===== src/hdl/cms_pkg.sv =====
// ----------------------------------------------------------------------------
// cms_pkg
// Shared constants, types and helpers for the count-min sketch block.
// ----------------------------------------------------------------------------
package cms_pkg;

  localparam int unsigned ROWS_DEF    = 4;
  localparam int unsigned COLUMNS_DEF = 1024;

  localparam int unsigned HASH_W = 64;
  localparam int unsigned CNT_W  = 31;
  localparam int unsigned KEY_W  = 8;

  // 64-bit FNV-1a offset basis; the prime is 2^40 + 2^8 + 0xB3
  localparam logic [HASH_W-1:0] HASH_BASIS   = 64'hCBF29CE484222325;
  localparam logic [7:0]        MULT_LO      = 8'hB3;
  localparam int unsigned       PRIME_SH_MID = 8;
  localparam int unsigned       PRIME_SH_HI  = 40;
  localparam int unsigned       SEED_STEP    = 31;

  localparam logic [CNT_W-1:0] CNT_MAX = '1;

  // column unit: pipeline depth in cycles (fold, quotient, subtract, correct)
  localparam int unsigned MOD_STEPS = 4;
  localparam int unsigned MOD_CNT_W = $clog2(MOD_STEPS);

  localparam logic MODE_ADD   = 1'b0;
  localparam logic MODE_QUERY = 1'b1;

  typedef enum logic [2:0] {
    ST_CLEAR,
    ST_IDLE,
    ST_ADD,
    ST_MOD,
    ST_READ,
    ST_WRITE,
    ST_MIN
  } cms_state_e;

  typedef struct packed {
    logic load;
    logic clr_step;
    logic hash_add;
    logic mod_init;
    logic mod_step;
    logic mem_rd;
    logic mem_wr;
    logic min_init;
    logic min_step;
    logic emit;
  } cms_cmd_t;

  typedef struct packed {
    logic clr_last;
    logic mod_last;
    logic min_last;
    logic last_q;
    logic mode_q;
  } cms_sts_t;

  function automatic logic [CNT_W-1:0] sat_inc(logic [CNT_W-1:0] v);
    return (v == CNT_MAX) ? v : v + 1'b1;
  endfunction

endpackage


===== src/hdl/cms_ctrl.sv =====
// ----------------------------------------------------------------------------
// cms_ctrl
// Controller: sequences clearing, hashing, column selection and counter
// access for the datapath.
// ----------------------------------------------------------------------------
module cms_ctrl (
  input  logic              clk_i,
  input  logic              rst_ni,
  input  logic              start_i,
  output logic              busy_o,
  input  cms_pkg::cms_sts_t sts_i,
  output cms_pkg::cms_cmd_t cmd_o
);
  import cms_pkg::*;

  cms_state_e state_q, state_d;

  always_ff @(posedge clk_i or negedge rst_ni) begin
    if (!rst_ni) begin
      state_q <= ST_CLEAR;
    end else begin
      state_q <= state_d;
    end
  end

  always_comb begin
    state_d = state_q;
    unique case (state_q)
      ST_CLEAR: if (sts_i.clr_last) state_d = ST_IDLE;
      ST_IDLE:  if (start_i) state_d = ST_ADD;
      ST_ADD:   state_d = sts_i.last_q ? ST_MOD : ST_IDLE;
      ST_MOD:   if (sts_i.mod_last) state_d = ST_READ;
      ST_READ:  state_d = (sts_i.mode_q == MODE_QUERY) ? ST_MIN : ST_WRITE;
      ST_WRITE: state_d = ST_IDLE;
      ST_MIN:   if (sts_i.min_last) state_d = ST_IDLE;
      default:  state_d = ST_IDLE;
    endcase
  end

  always_comb begin
    cmd_o  = '0;
    busy_o = 1'b1;
    unique case (state_q)
      ST_CLEAR: cmd_o.clr_step = 1'b1;
      ST_IDLE: begin
        busy_o     = 1'b0;
        cmd_o.load = start_i;
      end
      ST_ADD: begin
        cmd_o.hash_add = 1'b1;
        cmd_o.mod_init = sts_i.last_q;
      end
      ST_MOD:   cmd_o.mod_step = 1'b1;
      ST_READ: begin
        cmd_o.mem_rd   = 1'b1;
        cmd_o.min_init = 1'b1;
      end
      ST_WRITE: cmd_o.mem_wr = (sts_i.mode_q == MODE_ADD);
      ST_MIN: begin
        cmd_o.min_step = 1'b1;
        cmd_o.emit     = sts_i.min_last;
      end
      default: cmd_o = '0;
    endcase
  end

endmodule


===== config.mk =====
export PLATFORM = sky130hd
export DESIGN_NAME = cms_ctrl
export DESIGN_NICKNAME = d
export VERILOG_FILES = /design/src/hdl/cms_pkg.sv /design/src/hdl/cms_ctrl.sv
export SDC_FILE = /design/constraint.sdc
export NUM_CORES = 1
export LEC_CHECK = 0
export ABC_AREA = 1
export ABC_CLOCK_PERIOD_IN_PS = 1050
export BUFFER_PORTS_ARGS = -buffer_cell sky130_fd_sc_hd__buf_2
export CAP_MARGIN = 20
export CORE_AREA = 3 3 40 42
export CTS_BUF_LIST = sky130_fd_sc_hd__clkbuf_4
export CTS_CLUSTER_DIAMETER = 40
export DETAILED_ROUTE_END_ITERATION = 6
export DIE_AREA = 0 0 43 45
export GPL_TIMING_DRIVEN = 0
export SYNTH_ARGS = -nofsm -noshare
export SYNTH_HDL_FRONTEND = slang
export SYNTH_SLANG_ARGS = --single-unit
export TNS_END_PERCENT = 100

===== constraint.sdc =====
create_clock -name clk_i -period 1.05 [get_ports clk_i]
set_clock_uncertainty 0.05 [all_clocks]
set_input_delay 0.105 -clock clk_i [delete_from_list [all_inputs] [get_ports clk_i]]
set_output_delay 0.105 -clock clk_i [all_outputs]
set_load 0.005 [all_outputs]

Word-level counts from Yosys, hierarchy flattened
Cells that the tools add are included.

storage, ports and cells
  bits in registers = 3
  input port bits = 8

cells by class
  bitwise operators = 1
  reduce and logical (&&, ||, !) cells = 2
  mux-type cells = 15
  eq/ne operators = 10

operators with widths
  operator                                        count
  one-hot mux 3 bit (6 select lines)              1
  2-to-1 mux 3 bit                                4
  == test 3 bit (second input constant)           3
  2-to-1 mux 2 bit                                4
  inequality test 2 bit (second input constant)   4
  == test 3 x 2 -> 1 bit (second input constant)  2
  2-to-1 mux 1 bit                                6
  AND reduction 4 bit                             1
  == test 3 x 1 -> 1 bit (second input constant)  1
  logical NOT 3 bit                               1
  inverter 1 bit                                  1

Depth between registers and ports, before layout
Gate-level depths: netlist of run 1.

  depth after elaboration = 3
  depth in mapped cells = 8

Least setup slack after synthesis of run 1
Ideal clock, no wire load.

  path type = register to register
  from = register state_q[0]
  to = register state_q[0]
  path slack = -0.118 ns
  buffers on the path = 1
  cell stages (with the launch flop) = 8
  arrival time = 0.995 ns
  path through = dfrtp_1 buf_6 nor2_1 nand2_1 inv_1 a21oi_1 nand2_1 nand2_1

between the ends
  cells in the longest elaborated chain, start to end = 3
  elaborated cells on any way between the ends = 12
  classes of those cells = eq/ne: 9; mux: 1; reduce/logical: 2

RTL lines
  item                                                  line            text
  start, declared                                       cms_ctrl.sv:16  cms_state_e state_q, state_d;
  start signal, assigned                                cms_ctrl.sv:22  state_q <= state_d;
  == test 3 x 2 -> 1 bit, or another cell as far along  cms_ctrl.sv:28  unique case (state_q)
  inequality test 2 bit (no source line)                -
  AND reduction 4 bit (no source line)                  -

Parallel ways exist; a longest one is shown, timed or not.
A chain may end at the register's enable or synchronous reset.

==> reports/metrics.yaml, run 1 <==
finish:
  area_delta_synth_final_pct: 114.6
  top_regs: "state_q: 3 flops"
  drive_above_1_share_pct: 71.95
  top_register: "state_q"
  antennaDiodeCount: 0
  largest_reg_flops: 3
  stdcell_area_um2: 660.6
  nets: 91
logic_synthesis:
  netlist.area_leader.share_pct: 24.39
  yosys_most_used_dff: "dfrtp_1"
  synth_area_leaders: "dfrtp_1 (24%), nand2_1 (15%), inv_1 (8.5%)"
  syn_inst: 47
  yosysMostFrequentCell: "nand2_1"
  synth_fp_nets: 55
  syn_area_um2: 307.8
  netlist_top_cells_count: "nand2_1 (12), inv_1 (7), dfrtp_1 (3), nor2_2 (3)"
  yosysUniqueCellTypes: 18
  yosysWarnings: 0
  avgSynthCellArea_um2: 6.549
  synthArstFlopShare_pct: 100.0
  synth_seq_cells: 3
  synth_edf_count: 0
  synth-seq-area-share_pct: 24.39
  synth.largest_area_cell: "dfrtp_1"
global_route:
  grt_max_degree: 8
  grtUsageMet3_pct: 3.984
  grt_pass1_vias: 413
  antenna_found_initial: 0
  grt_pass1_wl_mm: 1.690
  grt.total_usage_pct: 11.49
  globalRouteMet2Util_pct: 20.66
  grt_busiest_layer: "met2"
  gr-total-overflow: 0
  grt_use_met1_pct: 13.49
cts:
  cts_sinks: 3
  h-tree-depth: 1
  insertion_delay_ns: 0.23
  clk_pin_slew_ns: 0.04
  cts_buffer_depth: 2
  cts_made_buffers: 3
  root_buffer: "clkbuf_4"
  cts_tree: "built"
timing:
  drv_slew: 0
  rsz0062_at_grt: "yes"
  setup_viol: 14
  min_period_over_period_pct: 125.8
  slew_headroom_pct: 84.35
  fin_ws_ns: -0.2709
  finalHoldViolCount: 0
  fmax_mhz: 757.1
  layout_min_cycle_time_ns: 1.321
  hold_ws_ns: 0.1413
  worst_pin_slew_ns: 0.2323
status:
  failed_checks: "setup timing"
  status: "complete, but fails checks"
setup_path:
  crit_path_end_kind: "output port"
  crit_arrival_ns: 1.17
  critPathKind: "reg -> out"
  required_ns: 0.89
  crit_path_start_kind: "flip-flop"
  path_max_fanout: 5
routing:
  ant_nets: 0
  viasPerCell: 4.309
  dr.pass1.iters: 2
  avgRoutedWirePerCell_um: 10.20
  drt_iter0_markers: 1
  vias: 418
  drc: 0
  wirelength_um: 989
placement:
  port_buffers: 18
  placed_area_um2: 441.7
  gp_congestion: 0.7787
  hpwl_um: 604.9
die:
  start_util_pct: 23.95
  fp.dieW_um: 43
  dieArea_um2: 1935
  ios: 19
  core_um2: 1285
  die_h_um: 45
  row_count: 13
hold_path:
  hold_path_class: "in -> async"
power:
  totalPowerFinal_w: 0.002058
  power_density_nw_per_um2: 3116
  max-vdd-ir-drop_mv: 1.277
  cellLeakagePower_nw: 0.3683
job:
  max-cap-violations: 0
[through the flow]
stage,std cells,setup WS (ns),TNS [ns],util (%)
2_1_floorplan,47,-0.02170,-0.05735,-
3_3_place_gp,80,-0.08370,-0.4498,34.37
3_5_place_dp,80,-0.09476,-0.5321,34.37
4_1_cts,94,-0.2772,-2.976,46.54
5_1_grt,97,-0.3726,-4.074,51.41
6_report,97,-0.2709,-3.037,51.41
[power breakdown]
part           internal (W)  switching [W]
registers          0.000180      0.0000659
clock network      0.000168      0.0000610
logic              0.000792       0.000791
total               0.00114       0.000918
[worst paths after layout]
kind	end	cells past startpoint	slack, ns	from
min	state_q[2]$_DFFE_PN0P_	2	0.14	rst_ni
max reg2reg	state_q[1]$_DFFE_PN0P_	7	-0.21	state_q[1]$_DFFE_PN0P_
min reg2reg	state_q[1]$_DFFE_PN0P_	3	0.68	state_q[1]$_DFFE_PN0P_
min in group clk_i	state_q[0]$_DFFE_PN0P_	4	0.18	sts_i[0]
max in group asynchronous	state_q[1]$_DFFE_PN0P_	2	0.69	rst_ni
max	cmd_o[6]	5	-0.27	state_q[1]$_DFFE_PN0P_
[kinds of logic (layout without fill, tap and decap cells)]
| group | after synthesis | after routing | synth area share [%] |
|---|---|---|---|
| AND/OR/NAND/NOR | 28 | 28 | 49.60 |
| flip-flops | 3 | 3 | 24.39 |
| AO/OA/AOI/OAI | 4 | 4 | 6.501 |
| buffers and inverters | 12 | 47 | 19.51 |
[layer usage]
layer,vias to the layer above,share of wire (%)
met3,0,7.4
met2,13,57
met4,0,0
li1,221,-
met1,184,35
met5,-,0
[worst max-delay path, cell delays in order, from the launching register on]
cell     delay [ns]
dfrtp_2        0.45
inv_2          0.12
nor3_4         0.13
nand2_1        0.08
inv_1          0.05
buf_2          0.10
[cell usage in the layout, fill, tap and decap left out, drive strengths merged]
cell type    instances
buf                 33
nand2               13
inv                  9
nor2                 5
clkbuf               4
nand3                4
o21ai                3
dfrtp                3
nor3                 3
nor4                 2
nand4                1
a21oi                1
dlygate4sd3          1
[timing repair]
action | in CTS | in global routing
pin swaps | 12 | 7
endpoints found under the hold margin | 3 | 0
hold buffers | 1 | 0
gates cloned | 1 | 0
gates resized for setup | 11 | 8
buffers inserted | 8 | 3
endpoints found under the setup margin | 14 | 14
[final cells by class]
type                    instances  area [um^2]
fillers                       133        624.3
inverters                       9        36.28
well taps                      15        18.77
plain buffers                   3        30.03
clock buffers                   4        30.03
multi-input cells              32        264.0
repair buffers                 31        205.2
flip-flops and latches          3        76.32
(Power assumes the default switching activity.)
==> run 2: changes to the inputs <==
--- a/config.mk
+++ b/config.mk
@@ -14,8 +14,10 @@
 export CTS_CLUSTER_DIAMETER = 40
 export DETAILED_ROUTE_END_ITERATION = 6
 export DIE_AREA = 0 0 43 45
+export GPL_ROUTABILITY_DRIVEN = 0
 export GPL_TIMING_DRIVEN = 0
+export PLACE_DENSITY_LB_ADDON = 0.08
 export SYNTH_ARGS = -nofsm -noshare
 export SYNTH_HDL_FRONTEND = slang
 export SYNTH_SLANG_ARGS = --single-unit
-export TNS_END_PERCENT = 100
+export TNS_END_PERCENT = 20
==> reports/metrics.yaml, run 2 (synthesized netlist as in run 1, its figures left out) <==
cts:
  cts_buffer_depth: 2
  cts_sinks: 3
  cts_made_buffers: 3
  cts_tree: "built"
  root_buffer: "clkbuf_4"
  insertion_delay_ns: 0.23
  h-tree-depth: 1
  clk_pin_slew_ns: 0.04
finish:
  top_register: "state_q"
  largest_reg_flops: 3
  final_common_cell: "buf_2"
  stdcell_count: 91
  final_cell_mix: "buf_2 (18), nand2_1 (7), nand2_2 (6), buf_4 (6), inv_2 (5)"
  antennaDiodeCount: 0
  area_delta_synth_final_pct: 81.30
  postLayoutCoreUtil_pct: 43.43
  top_regs: "state_q: 3 flops"
  nets: 85
  drive_above_1_share_pct: 69.74
  stdcell_area_um2: 558.0
routing:
  vias: 387
  wirelength_um: 933
  drc: 0
  viasPerCell: 4.253
  avgRoutedWirePerCell_um: 10.25
  dr.pass1.iters: 2
  ant_nets: 0
  drt_iter0_markers: 3
power:
  combPwrFrac_pct: 72.4
  swShare_pct: 46.41
  power_density_nw_per_um2: 2996
  clockPowerShare_pct: 13.3
  pwr-share-seq_pct: 14.4
  cellLeakagePower_nw: 0.3201
  p_sw_w: 0.0007760
  p_int_w: 0.0008961
  max-vdd-ir-drop_mv: 1.069
setup_path:
  critPathKind: "reg -> out"
  reg2reg_slack_ns: -0.22
  crit_path_start_kind: "flip-flop"
  crit_family: "buffers and inverters"
  path_max_fanout: 9
  path_cells: "buf_6, inv_2, nor4_2, buf_2"
  crit_arrival_ns: 1.16
  max_stage_delay_ns: 0.33
  required_ns: 0.89
  cp_num_buf_inv: 3
  worst_path_max_delay_cell: "dfrtp_1"
  crit_path_end_kind: "output port"
timing:
  setup_viol: 14
  min_period_over_period_pct: 125.2
  slew_headroom_pct: 86.14
  finalHoldViolCount: 0
  worst_pin_slew_ns: 0.2062
  fin_ws_ns: -0.2649
  rsz0062_at_grt: "yes"
  fmax_mhz: 760.5
  layout_min_cycle_time_ns: 1.315
  finalSetupTns_ns: -2.982
  hold_ws_ns: 0.1475
  drv_slew: 0
global_route:
  grt_max_degree: 10
  antenna_found_initial: 0
  grt_pass1_vias: 365
  grt.total_usage_pct: 10.37
  gr-total-overflow: 0
  grt_pass1_wl_mm: 1.524
die:
  dieArea_um2: 1935
  die_h_um: 45
  start_util_pct: 23.95
  core_um2: 1285
  ios: 19
  row_count: 13
  fp.dieW_um: 43
status:
  status: "complete, but fails checks"
  failed_checks: "setup timing"
placement:
  hpwl_um: 636.9
  placed_area_um2: 436.7
  dp_cells: 80
  port_buffers: 18
job:
  max-cap-violations: 0
hold_path:
  hold_path_class: "in -> async"
==> run 2: worst paths after layout <==
path                       depth (start not counted)                   start                     end
max                                                4  state_q[2]$_DFFE_PN0P_                cmd_o[3]
min                                                2                  rst_ni  state_q[0]$_DFFE_PN0P_
max reg2reg                                        8  state_q[0]$_DFFE_PN0P_  state_q[1]$_DFFE_PN0P_
min reg2reg                                        3  state_q[0]$_DFFE_PN0P_  state_q[0]$_DFFE_PN0P_
max in group asynchronous                          2                  rst_ni  state_q[1]$_DFFE_PN0P_
min in group clk_i                                 4                sts_i[0]  state_q[0]$_DFFE_PN0P_
==> run 2: layout make-up <==
class	instances	area, um^2
buffer	3	30.03
clock buffer	4	30.03
fill	157	726.9
inverter	9	33.78
multi-input combinational	32	220.2
sequential	3	76.32
tap	15	18.77
timing repair buffer	25	148.9
==> run 2: stage by stage <==
stage / power (W) / setup slack, ns
finish: 0.001672 / -0.2649
global route: 0.001828 / -0.3566
CTS: 0.001615 / -0.2776
detailed placement: 0.001183 / -0.1197
global placement: 0.001197 / -0.1174
floorplan: 0.0009342 / -0.02939
==> run 2: power by group through the flow <==
stage / clock (W) / sequential, W / combinational (W)
after floorplan: 0 / 0.000230 / 0.000704
after global placement: 0 / 0.000248 / 0.000949
after detailed placement: 0 / 0.000247 / 0.000936
after CTS: 0.000232 / 0.000240 / 0.00114
after global routing: 0.000238 / 0.000243 / 0.00135
final: 0.000222 / 0.000240 / 0.00121
==> run 2: routing by layer <==
layer / up-vias / GRT usage, % / routed length [um]
met2: 12 / 17.07 / 485
li1: 204 / - / -
met1: 171 / 13.41 / 393
met4: 0 / 7.229 / 0
met5: - / 0 / 0
met3: 0 / 0 / 54
==> run 2: what timing repair did <==
| item | CTS | global route |
|---|---|---|
| resized for setup | 7 | 4 |
| hold endpoints to repair | 3 | 0 |
| buffers inserted | 5 | 1 |
| gates cloned | 0 | 0 |
| pin swaps | 5 | 1 |
| hold buffers | 1 | 0 |
| setup endpoints to repair | 14 | 14 |
==> run 3: changes to the inputs <==
--- a/config.mk
+++ b/config.mk
@@ -17,6 +17,7 @@
 export GPL_ROUTABILITY_DRIVEN = 0
 export GPL_TIMING_DRIVEN = 0
 export PLACE_DENSITY_LB_ADDON = 0.08
+export SKIP_LAST_GASP = 1
 export SYNTH_ARGS = -nofsm -noshare
 export SYNTH_HDL_FRONTEND = slang
 export SYNTH_SLANG_ARGS = --single-unit
==> reports/metrics.yaml, run 3 (synthesized netlist as in run 1, its figures left out) <==
finish:
  final_cell_mix: "buf_2 (18), nand2_1 (8), buf_4 (7)"
  nets: 86
  largest_reg_flops: 3
  fillers: 154
  stdcell_area_um2: 573.1
  top_regs: "state_q: 3 flops"
  top_register: "state_q"
  final_common_cell: "buf_2"
  area_delta_synth_final_pct: 86.18
  antennaDiodeCount: 0
  drive_above_1_share_pct: 66.23
timing:
  min_period_over_period_pct: 125.9
  fin_ws_ns: -0.2719
  drv_slew: 0
  worst_pin_slew_ns: 0.2080
  setup_viol: 14
  hold_ws_ns: 0.1437
  rsz0062_at_grt: "yes"
  slew_headroom_pct: 86.02
  layout_min_cycle_time_ns: 1.322
  finalHoldViolCount: 0
  fmax_mhz: 756.5
power:
  combPwrFrac_pct: 73.0
  totalPowerFinal_w: 0.001726
  p_sw_w: 0.0007998
  power_density_nw_per_um2: 3012
  clockPowerShare_pct: 13.0
  pwr-share-seq_pct: 13.9
  p_int_w: 0.0009262
  swShare_pct: 46.34
  cellLeakagePower_nw: 0.3313
  max-vdd-ir-drop_mv: 1.133
global_route:
  grt_use_met1_pct: 13.41
  antenna_found_initial: 0
  globalRouteMet2Util_pct: 16.17
  grt_busiest_layer: "met2"
  grt_max_degree: 10
  grt.total_usage_pct: 10.12
  grtUsageMet3_pct: 0
  grt_pass1_vias: 354
  grt_pass1_wl_mm: 1.483
  gr-total-overflow: 0
die:
  ios: 19
  core_um2: 1285
  start_util_pct: 23.95
  row_count: 13
  dieArea_um2: 1935
  die_h_um: 45
  fp.dieW_um: 43
cts:
  h-tree-depth: 1
  cts_buffer_depth: 2
  cts_sinks: 3
  clk_pin_slew_ns: 0.04
  root_buffer: "clkbuf_4"
  cts_made_buffers: 3
  insertion_delay_ns: 0.23
  cts_tree: "built"
setup_path:
  crit_path_end_kind: "output port"
  critPathKind: "reg -> out"
  crit_arrival_ns: 1.17
  path_max_fanout: 9
  required_ns: 0.89
  crit_path_start_kind: "flip-flop"
routing:
  dr.pass1.iters: 2
  avgRoutedWirePerCell_um: 10.32
  viasPerCell: 4.283
  wirelength_um: 949
  vias: 394
  drt_iter0_markers: 4
  drc: 0
  ant_nets: 0
job:
  max-cap-violations: 0
placement:
  dp_slack_ns: -0.1197
  placed_area_um2: 436.7
  hpwl_um: 636.9
  port_buffers: 18
hold_path:
  hold_path_class: "in -> async"
status:
  failed_checks: "setup timing"
  status: "complete, but fails checks"
-- run 3: changes by cell type in the layout (fill, tap and decap cells not counted), sizes merged --
| cell | delta |
|---|---|
| buf | +1 |
-- run 3: path summary, 6_finish.rpt --
check | from | endpoint | slack [ns] | cells after the start
max | state_q[2]$_DFFE_PN0P_ | cmd_o[3] | -0.27 | 4
min | rst_ni | state_q[0]$_DFFE_PN0P_ | 0.14 | 2
min in group clk_i | sts_i[0] | state_q[0]$_DFFE_PN0P_ | 0.14 | 4
max in group asynchronous | rst_ni | state_q[1]$_DFFE_PN0P_ | 0.69 | 2
min reg2reg | state_q[0]$_DFFE_PN0P_ | state_q[0]$_DFFE_PN0P_ | 0.59 | 3
max reg2reg | state_q[0]$_DFFE_PN0P_ | state_q[1]$_DFFE_PN0P_ | -0.21 | 8
-- run 3: metrics by stage --
stage	utilization, %	instances	TNS, ns
final	44.60	92	-3.135
after global routing	44.60	92	-4.002
after CTS	41.19	90	-3.217
after detailed placement	33.98	80	-0.6098
after global placement	33.98	80	-0.5606
after floorplan	-	47	-0.08042
-- run 3: routing by layer --
metal	share of wire, %	vias up
met5	0	-
met4	0	0
met3	6.0	0
met2	52	12
met1	42	174
li1	-	208
-- run 3: layout make-up --
cell class | instances | area, um^2 | share of cell area, %
Multi-Input combinational cell | 32 | 227.7 | 39.74
Timing Repair Buffer | 26 | 156.4 | 27.29
Sequential cell | 3 | 76.32 | 13.32
Inverter | 9 | 33.78 | 5.895
Clock buffer | 4 | 30.03 | 5.240
Buffer | 3 | 30.03 | 5.240
Tap cell | 15 | 18.77 | 3.275
-- run 3: repair_timing --
item / in CTS / in global routing
gates resized for setup: 4 / 7
endpoints found under the hold margin: 3 / 0
hold buffers: 1 / 0
endpoints found under the setup margin: 14 / 14
buffers inserted: 5 / 2
pin swaps: 3 / 6
-- run 3: power groups by stage --
stage                     Sequential [W]  Clock (W)  Combinational [W]
final                           0.000240   0.000225            0.00126
after global placement          0.000248          0           0.000949
after floorplan                 0.000230          0           0.000704
after CTS                       0.000237   0.000232            0.00110
after detailed placement        0.000247          0           0.000936
after global routing            0.000243   0.000238            0.00140
-- run 3: critical path: stages, from the launching register on --
cell,delay (ns)
dfrtp_1,0.33
buf_6,0.16
inv_2,0.07
nor4_2,0.22
buf_2,0.15
